File: src/rtl/core/lpm_pkg.sv
// ----------------------------------------------------------------------------
// lpm_pkg: shared definitions for the linear probing map
// Request and status codes, field widths, the per-slot metadata word and
// the result of one slot evaluation.
// ----------------------------------------------------------------------------
package lpm_pkg;

  // Default sizing of the table.
  localparam int unsigned CAPACITY_DEF = 256;
  localparam int unsigned KEY_BITS_DEF = 64;

  // Fixed field widths of the request and result ports.
  localparam int unsigned REQ_W    = 2;
  localparam int unsigned KEY_W    = 64;
  localparam int unsigned HASH_W   = 32;
  localparam int unsigned VALUE_W  = 32;
  localparam int unsigned STATUS_W = 2;

  // Chain counters saturate at both ends.
  localparam int unsigned          COUNT_W   = 9;
  localparam logic [COUNT_W-1:0]   COUNT_MAX = '1;

  // Request types.
  localparam logic [REQ_W-1:0] REQ_GET   = 2'd0;
  localparam logic [REQ_W-1:0] REQ_PUT   = 2'd1;
  localparam logic [REQ_W-1:0] REQ_ERASE = 2'd2;

  // Result status codes.
  localparam logic [STATUS_W-1:0] STATUS_OK   = 2'd0;
  localparam logic [STATUS_W-1:0] STATUS_MISS = 2'd1;
  localparam logic [STATUS_W-1:0] STATUS_FULL = 2'd2;

  // Metadata held for every slot.
  typedef struct packed {
    logic               busy;
    logic [COUNT_W-1:0] count;
  } meta_t;

  // Outcome of comparing one slot against the current request.
  typedef struct packed {
    logic               same_hash;
    logic               hit;
    logic               count_zero;
    logic [COUNT_W-1:0] count_inc;
    logic [COUNT_W-1:0] count_dec;
  } eval_t;

  // Write enables towards the slot store.
  typedef struct packed {
    logic meta_we;
    logic data_we;
  } store_cmd_t;

endpackage

File: src/rtl/core/lpm_slot_eval.sv
// ----------------------------------------------------------------------------
// lpm_slot_eval: slot compare and count update unit
// Compares one slot read from the store with the current request and
// forms the saturated chain count increments and decrements.
// ----------------------------------------------------------------------------
module lpm_slot_eval #(
  parameter int unsigned KEY_BITS = lpm_pkg::KEY_BITS_DEF
) (
  input  lpm_pkg::meta_t                  meta_i,
  input  logic [KEY_BITS-1:0]             key_i,
  input  logic [lpm_pkg::HASH_W-1:0]      hash_i,
  input  logic [KEY_BITS-1:0]             req_key_i,
  input  logic [lpm_pkg::HASH_W-1:0]      req_hash_i,
  output lpm_pkg::eval_t                  eval_o
);

  // A busy slot with the same hash is part of this key's chain.
  always_comb begin
    eval_o.same_hash  = meta_i.busy && (hash_i == req_hash_i);
    eval_o.hit        = eval_o.same_hash && (key_i == req_key_i);
    eval_o.count_zero = (meta_i.count == '0);
    // Saturating count updates.
    if (meta_i.count == lpm_pkg::COUNT_MAX) begin
      eval_o.count_inc = meta_i.count;
    end else begin
      eval_o.count_inc = meta_i.count + lpm_pkg::COUNT_W'(1);
    end
    if (eval_o.count_zero) begin
      eval_o.count_dec = meta_i.count;
    end else begin
      eval_o.count_dec = meta_i.count - lpm_pkg::COUNT_W'(1);
    end
  end

endmodule

File: src/rtl/core/lpm_probe_ctrl.sv
// ----------------------------------------------------------------------------
// lpm_probe_ctrl: probe sequencer of the linear probing map
// Clears the metadata after reset, then walks the probe path of each
// request one slot per cycle through the shared slot evaluation unit.
// ----------------------------------------------------------------------------
module lpm_probe_ctrl #(
  parameter int unsigned CAPACITY = lpm_pkg::CAPACITY_DEF,
  parameter int unsigned KEY_BITS = lpm_pkg::KEY_BITS_DEF,
  localparam int unsigned AW      = $clog2(CAPACITY)
) (
  input  logic                                 clk_i,
  input  logic                                 rst_ni,
  // Request side.
  input  logic                                 start,
  output logic                                 busy,
  input  logic [lpm_pkg::REQ_W-1:0]            req_type_i,
  input  logic [lpm_pkg::KEY_W-1:0]            key_i,
  input  logic [lpm_pkg::HASH_W-1:0]           key_hash_i,
  input  logic signed [lpm_pkg::VALUE_W-1:0]   value_in_i,
  // Slot store.
  output logic [AW-1:0]                        rd_addr_o,
  output logic [AW-1:0]                        wr_addr_o,
  output lpm_pkg::store_cmd_t                  cmd_o,
  output lpm_pkg::meta_t                       meta_wr_o,
  output logic [KEY_BITS-1:0]                  key_wr_o,
  output logic [lpm_pkg::HASH_W-1:0]           hash_wr_o,
  output logic [lpm_pkg::VALUE_W-1:0]          value_wr_o,
  input  lpm_pkg::meta_t                       meta_rd_i,
  input  logic [KEY_BITS-1:0]                  key_rd_i,
  input  logic [lpm_pkg::HASH_W-1:0]           hash_rd_i,
  input  logic [lpm_pkg::VALUE_W-1:0]          value_rd_i,
  // Result side.
  output logic                                 done_o,
  output logic [lpm_pkg::STATUS_W-1:0]         status_o,
  output logic signed [lpm_pkg::VALUE_W-1:0]   value_out_o,
  output logic [lpm_pkg::KEY_W-1:0]            removed_key_o
);

  localparam int unsigned   OW       = $clog2(CAPACITY + 1);
  localparam logic [AW-1:0] LAST     = AW'(CAPACITY - 1);
  localparam logic [OW-1:0] OCC_FULL = OW'(CAPACITY);

  typedef enum logic [1:0] {
    ST_CLEAR,
    ST_IDLE,
    ST_PROBE
  } state_e;

  state_e                          state_q, state_d;
  logic [AW-1:0]                   idx_q, idx_d;
  logic [AW-1:0]                   step_q, step_d;
  logic [OW-1:0]                   occ_q, occ_d;
  logic [lpm_pkg::REQ_W-1:0]       req_q, req_d;
  logic [KEY_BITS-1:0]             key_q, key_d;
  logic [lpm_pkg::HASH_W-1:0]      hash_q, hash_d;
  logic [lpm_pkg::VALUE_W-1:0]     val_in_q, val_in_d;
  logic                            done_q, done_d;
  logic [lpm_pkg::STATUS_W-1:0]    status_q, status_d;
  logic [lpm_pkg::VALUE_W-1:0]     vout_q, vout_d;
  logic [lpm_pkg::KEY_W-1:0]       rkey_q, rkey_d;
  logic                            last_slot;
  lpm_pkg::eval_t                  eval;

  // Shared compare and count update unit for the slot on the read port.
  lpm_slot_eval #(
    .KEY_BITS (KEY_BITS)
  ) u_eval (
    .meta_i     (meta_rd_i),
    .key_i      (key_rd_i),
    .hash_i     (hash_rd_i),
    .req_key_i  (key_q),
    .req_hash_i (hash_q),
    .eval_o     (eval)
  );

  assign last_slot  = (step_q == LAST);
  assign key_wr_o   = key_q;
  assign hash_wr_o  = hash_q;
  assign value_wr_o = val_in_q;

  // Sequencer: next state, store accesses and result.
  always_comb begin
    state_d   = state_q;
    idx_d     = idx_q;
    step_d    = step_q;
    occ_d     = occ_q;
    req_d     = req_q;
    key_d     = key_q;
    hash_d    = hash_q;
    val_in_d  = val_in_q;
    done_d    = 1'b0;
    status_d  = status_q;
    vout_d    = vout_q;
    rkey_d    = rkey_q;
    cmd_o     = '0;
    meta_wr_o = '0;
    wr_addr_o = idx_q;
    // The next slot is read ahead while the current one is evaluated.
    rd_addr_o = idx_q + AW'(1);

    case (state_q)
      ST_CLEAR: begin
        // Sweep the metadata to free, zero-count slots.
        cmd_o.meta_we = 1'b1;
        idx_d         = idx_q + AW'(1);
        if (idx_q == LAST) begin
          state_d = ST_IDLE;
        end
      end

      ST_IDLE: begin
        rd_addr_o = key_hash_i[AW-1:0];
        if (start) begin
          req_d    = req_type_i;
          key_d    = key_i[KEY_BITS-1:0];
          hash_d   = key_hash_i;
          val_in_d = value_in_i;
          idx_d    = key_hash_i[AW-1:0];
          step_d   = '0;
          vout_d   = '0;
          rkey_d   = '0;
          if (req_type_i == lpm_pkg::REQ_GET || req_type_i == lpm_pkg::REQ_ERASE ||
              (req_type_i == lpm_pkg::REQ_PUT && occ_q != OCC_FULL)) begin
            state_d = ST_PROBE;
          end else if (req_type_i == lpm_pkg::REQ_PUT) begin
            // Put on a full table is answered at once.
            done_d   = 1'b1;
            status_d = lpm_pkg::STATUS_FULL;
          end else begin
            // Unused request type.
            done_d   = 1'b1;
            status_d = lpm_pkg::STATUS_MISS;
          end
        end
      end

      ST_PROBE: begin
        idx_d  = idx_q + AW'(1);
        step_d = step_q + AW'(1);
        case (req_q)
          lpm_pkg::REQ_PUT: begin
            // A free slot is known to exist on the path.
            cmd_o.meta_we = 1'b1;
            if (!meta_rd_i.busy) begin
              cmd_o.data_we   = 1'b1;
              meta_wr_o.busy  = 1'b1;
              meta_wr_o.count = meta_rd_i.count;
              occ_d           = occ_q + OW'(1);
              done_d          = 1'b1;
              status_d        = lpm_pkg::STATUS_OK;
              state_d         = ST_IDLE;
            end else begin
              meta_wr_o.busy  = 1'b1;
              meta_wr_o.count = eval.count_inc;
            end
          end

          lpm_pkg::REQ_ERASE: begin
            cmd_o.meta_we = 1'b1;
            if (eval.hit) begin
              meta_wr_o.busy  = 1'b0;
              meta_wr_o.count = meta_rd_i.count;
              occ_d           = occ_q - OW'(1);
              rkey_d          = lpm_pkg::KEY_W'(key_rd_i);
              done_d          = 1'b1;
              status_d        = lpm_pkg::STATUS_OK;
              state_d         = ST_IDLE;
            end else begin
              meta_wr_o.busy  = meta_rd_i.busy;
              meta_wr_o.count = eval.count_dec;
              if (last_slot) begin
                done_d   = 1'b1;
                status_d = lpm_pkg::STATUS_MISS;
                state_d  = ST_IDLE;
              end
            end
          end

          default: begin
            // Get: a slot outside the chain with a zero count ends the search.
            if (eval.hit) begin
              vout_d   = value_rd_i;
              done_d   = 1'b1;
              status_d = lpm_pkg::STATUS_OK;
              state_d  = ST_IDLE;
            end else if ((!eval.same_hash && eval.count_zero) || last_slot) begin
              done_d   = 1'b1;
              status_d = lpm_pkg::STATUS_MISS;
              state_d  = ST_IDLE;
            end
          end
        endcase
      end

      default: begin
        state_d = ST_IDLE;
      end
    endcase
  end

  // State and registered outputs.
  always_ff @(posedge clk_i or negedge rst_ni) begin
    if (!rst_ni) begin
      state_q  <= ST_CLEAR;
      idx_q    <= '0;
      step_q   <= '0;
      occ_q    <= '0;
      req_q    <= '0;
      key_q    <= '0;
      hash_q   <= '0;
      val_in_q <= '0;
      done_q   <= 1'b0;
      status_q <= '0;
      vout_q   <= '0;
      rkey_q   <= '0;
    end else begin
      state_q  <= state_d;
      idx_q    <= idx_d;
      step_q   <= step_d;
      occ_q    <= occ_d;
      req_q    <= req_d;
      key_q    <= key_d;
      hash_q   <= hash_d;
      val_in_q <= val_in_d;
      done_q   <= done_d;
      status_q <= status_d;
      vout_q   <= vout_d;
      rkey_q   <= rkey_d;
    end
  end

  assign busy          = (state_q != ST_IDLE);
  assign done_o        = done_q;
  assign status_o      = status_q;
  assign value_out_o   = $signed(vout_q);
  assign removed_key_o = rkey_q;

endmodule

File: config.mk
export PLATFORM = sky130hd
export DESIGN_NAME = lpm_probe_ctrl
export DESIGN_NICKNAME = d
export VERILOG_FILES = /design/src/rtl/core/lpm_pkg.sv /design/src/rtl/core/lpm_slot_eval.sv /design/src/rtl/core/lpm_probe_ctrl.sv
export SDC_FILE = /design/constraint.sdc
export NUM_CORES = 1
export LEC_CHECK = 0
export BUFFER_PORTS_ARGS = -buffer_cell sky130_fd_sc_hd__buf_2
export CORE_AREA = 2 2 205 207
export CTS_CLUSTER_DIAMETER = 100
export CTS_CLUSTER_SIZE = 12
export DETAILED_ROUTE_END_ITERATION = 7
export DIE_AREA = 0 0 207 209
export GPL_ROUTABILITY_DRIVEN = 0
export MAX_ROUTING_LAYER = met4
export PLACE_DENSITY = 0.51
export SLEW_MARGIN = 20
export SYNTH_ARGS = -nofsm -noshare
export SYNTH_HDL_FRONTEND = slang
export SYNTH_SLANG_ARGS = --single-unit
export TNS_END_PERCENT = 1
File: constraint.sdc
create_clock -name clk_i -period 6.93 [get_ports clk_i]
set_clock_uncertainty 0.15 [all_clocks]
set_input_delay 0.3465 -clock clk_i [delete_from_list [all_inputs] [get_ports clk_i]]
set_output_delay 0.3465 -clock clk_i [all_outputs]
set_load 0.1 [all_outputs]
After elaboration in Yosys (flattened, before gate mapping). Cells that the tools add are included.

Register bits: 256. Word-level logic and storage cells: 120.

Reduce and logical (&&, ||, !) cells: 24. $add $sub $neg: 6. Muxes and demuxes: 53. Equality and inequality tests: 25.

Operator list (number): two-way mux 64 bit (3); case mux 64 bit (2 select lines) (1); two-way mux 32 bit (3); == test 64 bit (1); case mux 32 bit (2 select lines) (1); two-way mux 9 bit (5); == test 32 bit (1); case mux 8 bit (2 select lines) (2); two-way mux 2 bit (14); two-way mux 8 bit (3); two-way mux 10 bit (2); case mux 10 bit (2 select lines) (1); adder 9 x 1 -> 9 bit, second input constant (2); case mux 9 bit (2 select lines) (1); subtractor 9 x 1 -> 9 bit, second input constant (2); adder 8 x 1 -> 8 bit, second input constant (2); == test 8 bit, second input constant (2); inequality test 2 bit, second input constant (8); case mux 2 bit (2 select lines) (3); AND reduction 4 bit (3); AND reduction 6 bit (2); two-way mux 1 bit (10); == test 9 bit, second input constant (1); logical NOT 9 bit (1); other kinds (16) (34).

Longest topological paths before layout.
Depth after elaboration: 9. Depth in mapped cells: 12.

By module. From an unflattened synthesis, not the netlist that was laid out.

Cell total of the unflattened synthesis: 1064. Area total of the unflattened synthesis: 12228.0 um^2.

By module, submodules not included: lpm_probe_ctrl (seq. area each 6406.1 um^2, area an instance 10826.6 um^2, cells an instance 881, times used 1); lpm_slot_eval (seq. area each 0.0 um^2, area an instance 1401.3 um^2, cells an instance 183, times used 1).

Worst setup path before layout. No wires, ideal clock.

Path kind: register to output. From: register hash_q, in the netlist hash_wr_o[9]. To: output port meta_wr_o[3] (netlist bit). Slack: 1.877 ns. Data required time: 6.433 ns. Arrival time: 4.557 ns. Path buffers: 0. Stages on the path, launching flop included: 9. Cell sequence: dfrtp_1 xnor2_1 nand4_1 nor4_1 nand4_1 or2_4 nand4_1 nor4b_1 a311oi_1.

RTL lines: from (decl) (RTL line lpm_probe_ctrl.sv:55) `logic [lpm_pkg::HASH_W-1:0] hash_q, hash_d;`; from (signal assigned) (RTL line lpm_probe_ctrl.sv:223) `hash_q <= hash_d;`; to (decl) (RTL line lpm_probe_ctrl.sv:24) `output lpm_pkg::meta_t meta_wr_o,`.

==> impl_summary.txt <==
----------------------------------------------------
[Die]
  I/O Pins ... about 530
  Area enclosed by the die boundary ... between 40000 and 50000 µm²
  Die H ... roughly 210 µm
  Placement Rows ... 75
  Effective utilization at floorplan ... 29.2%
  DIE WIDTH ... approximately 210 µm
  Core ar. ... between 40000 and 50000 µm²

[Global routing]
  GRT Total Usage ... between 20% and 30%
  Largest net degree at the start of global routing ... roughly 130
  Number of global-route vias before repair ... 11.3k
  Total grt overflow ... 0
  First-pass GRT wire length ... 67.3 mm
  Antenna violations before repair ... 1

[Critical path]
  Flop-to-flop setup slack ... just under 3 ns
  Cell repeated most along the worst path ... sky130_fd_sc_hd__nand4_1
  Maximum net fanout on the critical path ... 12
  Cell family contributing the most delay on the critical path ... simple AND/OR/NAND/NOR gates
  Bufs and invs on worst path ... 3
  Data arrival time of the critical path ... between 4 and 5 ns
  Critical path class ... input pin to output pin
  Largest stage delay on the critical path ... about 0.77 ns
  Cell with the biggest individual delay on the critical path ... sky130_fd_sc_hd__nor4_1
  Kind of end point of the critical path ... output pin
  Cell breakdown of the critical path ... dlygate4sd3_1 > buf_2 > xnor2_1 > nand4_1 > nor4_1 > nand4_1 > or2_4 > nand4_1 > nor4b_1 > a311oi_1 > buf_2
  CP Launch Type ... input pin
  Required time reported for the critical path endpoint ... 6.43 ns

[CTS]
  Total number of H-tree levels ... 1
  Master cell of the clock root buffer ... sky130_fd_sc_hd__clkbuf_16
  # resized after CTS ... 0
  Clock tree from TritonCTS ... built
  Clock net sink count ... approximately 260
  Clock latency of the later-clocked register in the worst-skew pair ... about 0.55 ns
  Clock buffer depth ... 3
  Number of buffers added by the clock tree synthesis step ... 25
  Clock transition at the registers of the reported paths ... 0.06 ns

[Timing]
  Unrepaired setup endpoints after global routing ... false
  Accumulated negative setup slack ... 0 ns
  Final Hold Viols ... 0
  Max_slew headroom ... 32.2%
  Transition at the pin with the smallest max-transition slack ... 1.01 ns
  Setup violations, final ... 0
  Slew Limit Fails ... 0
  Maximum clock frequency ... between 0.2 and 0.25 GHz
  Fin crit share ... 67.7%
  Minimum period implied by the final worst setup slack ... between 4 and 5 ns

[Flow run]
  Max capacitance violation total ... 0

[Synthesis]
  Number of synthesized flops with an enable pin ... 0
  Mapped Avg Cell Area ... about 12 µm²
  Total nets after synthesis ... 1269
  Prevailing post-synth register cell ... sky130_fd_sc_hd__dfrtp_1
  Flop and latch count out of synthesis ... 256
  Share of async-settable or async-resettable flops after synthesis ... 100%
  Post-synthesis cell type count ... between 60 and 70
  Synthesized instance count ... 980
  Number of warning messages in the yosys log ... 0
  Synthesized cell area ... between 10000 and 15000 µm²
  Seq/Total Area, Yosys ... 53.2%

[Power and ir drop]
  Leakage component of the power ... 0.00874 µW
  Peak supply drop ... 0.385 mV
  Power density of the placed cells ... approximately 540 nW/µm²
  Total chip power ... about 9700 µW

[Routing]
  Post-route ant nets ... 0
  Initial DRT Pass Iterations ... 5
  Via-per-instance ratio ... 4.81
  Drt first-iter violations ... approximately 580
  Vias ... between 10k and 15k
  Wire length per cell after detailed routing ... just under 20 µm
  WL final ... between 40 and 50 mm
  DRC viols ... 0

[Layout]
  Proportion of layout cells with a drive suffix above 1 ... between 40 and 50%
  Growth of design area from synthesis to finish ... 50.3%
  Final layout net count ... around 2k

[Hold path]
  Min-delay worst type ... input pin to async pin

[Place]
  Number of buffers inserted by port buffering ... 526
  Hpwl dp ... between 30 and 40 mm

[Outcome]
  Status ... finished clean

----------------------------------------------------
cell usage after synthesis, types with 2 or more instances:
master | n | area [µm²]
sky130_fd_sc_hd__nand2_1 | 35 | 131
sky130_fd_sc_hd__or4_1 | 3 | 22.5
sky130_fd_sc_hd__or3_1 | 3 | 18.8
sky130_fd_sc_hd__a22o_1 | 53 | 464
sky130_fd_sc_hd__inv_1 | 16 | 60.1
sky130_fd_sc_hd__a22o_2 | 48 | 480
sky130_fd_sc_hd__a21oi_1 | 19 | 95.1
sky130_fd_sc_hd__nor4_1 | 9 | 56.3
sky130_fd_sc_hd__mux2i_1 | 6 | 60.1
sky130_fd_sc_hd__a21o_1 | 4 | 30.0
sky130_fd_sc_hd__mux2_2 | 137 | 1540
sky130_fd_sc_hd__xnor2_1 | 103 | 902
sky130_fd_sc_hd__nor2_1 | 36 | 135
sky130_fd_sc_hd__clkbuf_1 | 36 | 135
sky130_fd_sc_hd__a22oi_1 | 2 | 15.0
sky130_fd_sc_hd__ha_1 | 17 | 213
sky130_fd_sc_hd__o22ai_1 | 8 | 50.1
sky130_fd_sc_hd__buf_6 | 7 | 78.8
sky130_fd_sc_hd__o22a_1 | 2 | 17.5
sky130_fd_sc_hd__nand3_1 | 21 | 105
sky130_fd_sc_hd__buf_1 | 7 | 26.3
sky130_fd_sc_hd__o21a_1 | 2 | 15.0
sky130_fd_sc_hd__a32o_1 | 2 | 20.0
sky130_fd_sc_hd__dfrtp_1 | 256 | 6410
sky130_fd_sc_hd__nand2b_1 | 2 | 12.5
sky130_fd_sc_hd__a311oi_1 | 3 | 26.3
sky130_fd_sc_hd__xor2_1 | 11 | 96.3
sky130_fd_sc_hd__o221ai_1 | 4 | 35.0
sky130_fd_sc_hd__o21ai_0 | 34 | 170
sky130_fd_sc_hd__clkinv_1 | 2 | 7.51
sky130_fd_sc_hd__a31oi_1 | 6 | 37.5
sky130_fd_sc_hd__buf_2 | 10 | 50.1
sky130_fd_sc_hd__nor2b_1 | 3 | 18.8
sky130_fd_sc_hd__and3_1 | 10 | 62.6
sky130_fd_sc_hd__nor3_1 | 9 | 45.0
sky130_fd_sc_hd__nand4_1 | 29 | 181
power by group:
| group | switching (µW) | internal, µW |
|---|---|---|
| Clock | 584 | 638 |
| Combinational | 4770 | 1350 |
| Sequential | 436 | 1950 |
path summary, 6_finish.rpt:
| kind | end | cells after the start | start |
|---|---|---|---|
| worst max-delay path | meta_wr_o[3] | 11 | key_rd_i[59] |
| worst min-delay path | removed_key_o[28] | 2 | rst_ni |
| worst max register to register | removed_key_o[48] | 8 | key_wr_o[59] |
| worst min register to register | occ_q[8] | 1 | occ_q[8] |
| max in group asynchronous | value_out_o[24] | 3 | rst_ni |
| min in group clk_i | occ_q[8] | 4 | meta_rd_i[9] |
cell type report:
class,instances,area [µm²]
well taps,539,674
flip-flops and latches,256,6410
clock inverters,2,17.5
fillers,3973,23200
clock buffers,25,626
diodes,1,2.50
repair buffers,763,5010
inverters,18,67.6
multi-input cells,646,5310
cells in the final DEF (no fill, tap or decap), types with 3 or more instances in the layout:
cell type	n
sky130_fd_sc_hd__xnor2_1	103
sky130_fd_sc_hd__dlygate4sd3_1	227
sky130_fd_sc_hd__inv_1	16
sky130_fd_sc_hd__nor4_1	9
sky130_fd_sc_hd__and3_1	10
sky130_fd_sc_hd__a311oi_1	3
sky130_fd_sc_hd__nand4_1	29
sky130_fd_sc_hd__o221ai_1	4
sky130_fd_sc_hd__mux2i_1	6
sky130_fd_sc_hd__nor2b_1	3
sky130_fd_sc_hd__buf_4	9
sky130_fd_sc_hd__or3_1	3
sky130_fd_sc_hd__mux2_2	137
sky130_fd_sc_hd__a22o_2	48
sky130_fd_sc_hd__nand3_1	21
sky130_fd_sc_hd__clkbuf_16	25
sky130_fd_sc_hd__nor2_1	35
sky130_fd_sc_hd__buf_2	525
sky130_fd_sc_hd__or4_1	3
sky130_fd_sc_hd__a31oi_1	6
sky130_fd_sc_hd__nor3_1	9
sky130_fd_sc_hd__ha_1	17
sky130_fd_sc_hd__a22o_1	53
sky130_fd_sc_hd__o21ai_0	34
sky130_fd_sc_hd__o22ai_1	8
sky130_fd_sc_hd__dfrtp_1	256
sky130_fd_sc_hd__a21o_1	4
sky130_fd_sc_hd__nand2_1	34
sky130_fd_sc_hd__xor2_1	11
sky130_fd_sc_hd__a21oi_1	19
sequential cells by signal, summed over array words and instances (netlist names):
register       count
value_wr_o        32
value_out_o       32
done_o             1
hash_wr_o         32
req_q              2
occ_q              9
wr_addr_o          8
state_q            2
key_wr_o          64
removed_key_o     64
step_q             8
status_o           2
what timing repair did:
action,CTS,global route
endpoints found under the hold margin,353,0
hold buffers,227,0
setup buffers,0,0
metal layers:
layer	wire length [µm]	share of wire, %	vias to the layer above	GRT usage (%)
met2	21700	49	359	33.1
met3	2270	5.1	61	3.13
met4	1110	2.5	0	5.54
met5	0	0	-	-
li1	-	-	5010	-
met1	19100	43	5391	26.2
cell families (layout without fill, tap and decap cells):
logic type	after synthesis	count (layout)	synth area share, %
AOI/OAI and AO/OA	200	200	13.0
xor gates and xnor gates	114	114	8.28
adders and majority gates	18	18	1.93
buffers and inverters	78	808	2.97
DFF	256	256	53.2
muxes	143	143	13.3
other	0	1	0
and+or+nand+nor	171	171	7.36
through the flow:
stage	setup slack [ns]	std cells	cell area (µm²)	utilization (%)	hold slack, ns
after floorplan	1.88	980	12100	-	-0.0991
after global placement	2.76	1994	15200	36.7	0.320
after detailed placement	2.76	1994	15200	36.7	0.316
after CTS	2.19	2248	18100	43.8	0.144
after global routing	2.01	2250	18100	43.9	0.179
final	2.24	2250	18100	43.9	0.155
Note: power is estimated with default switching activity, not from simulation.
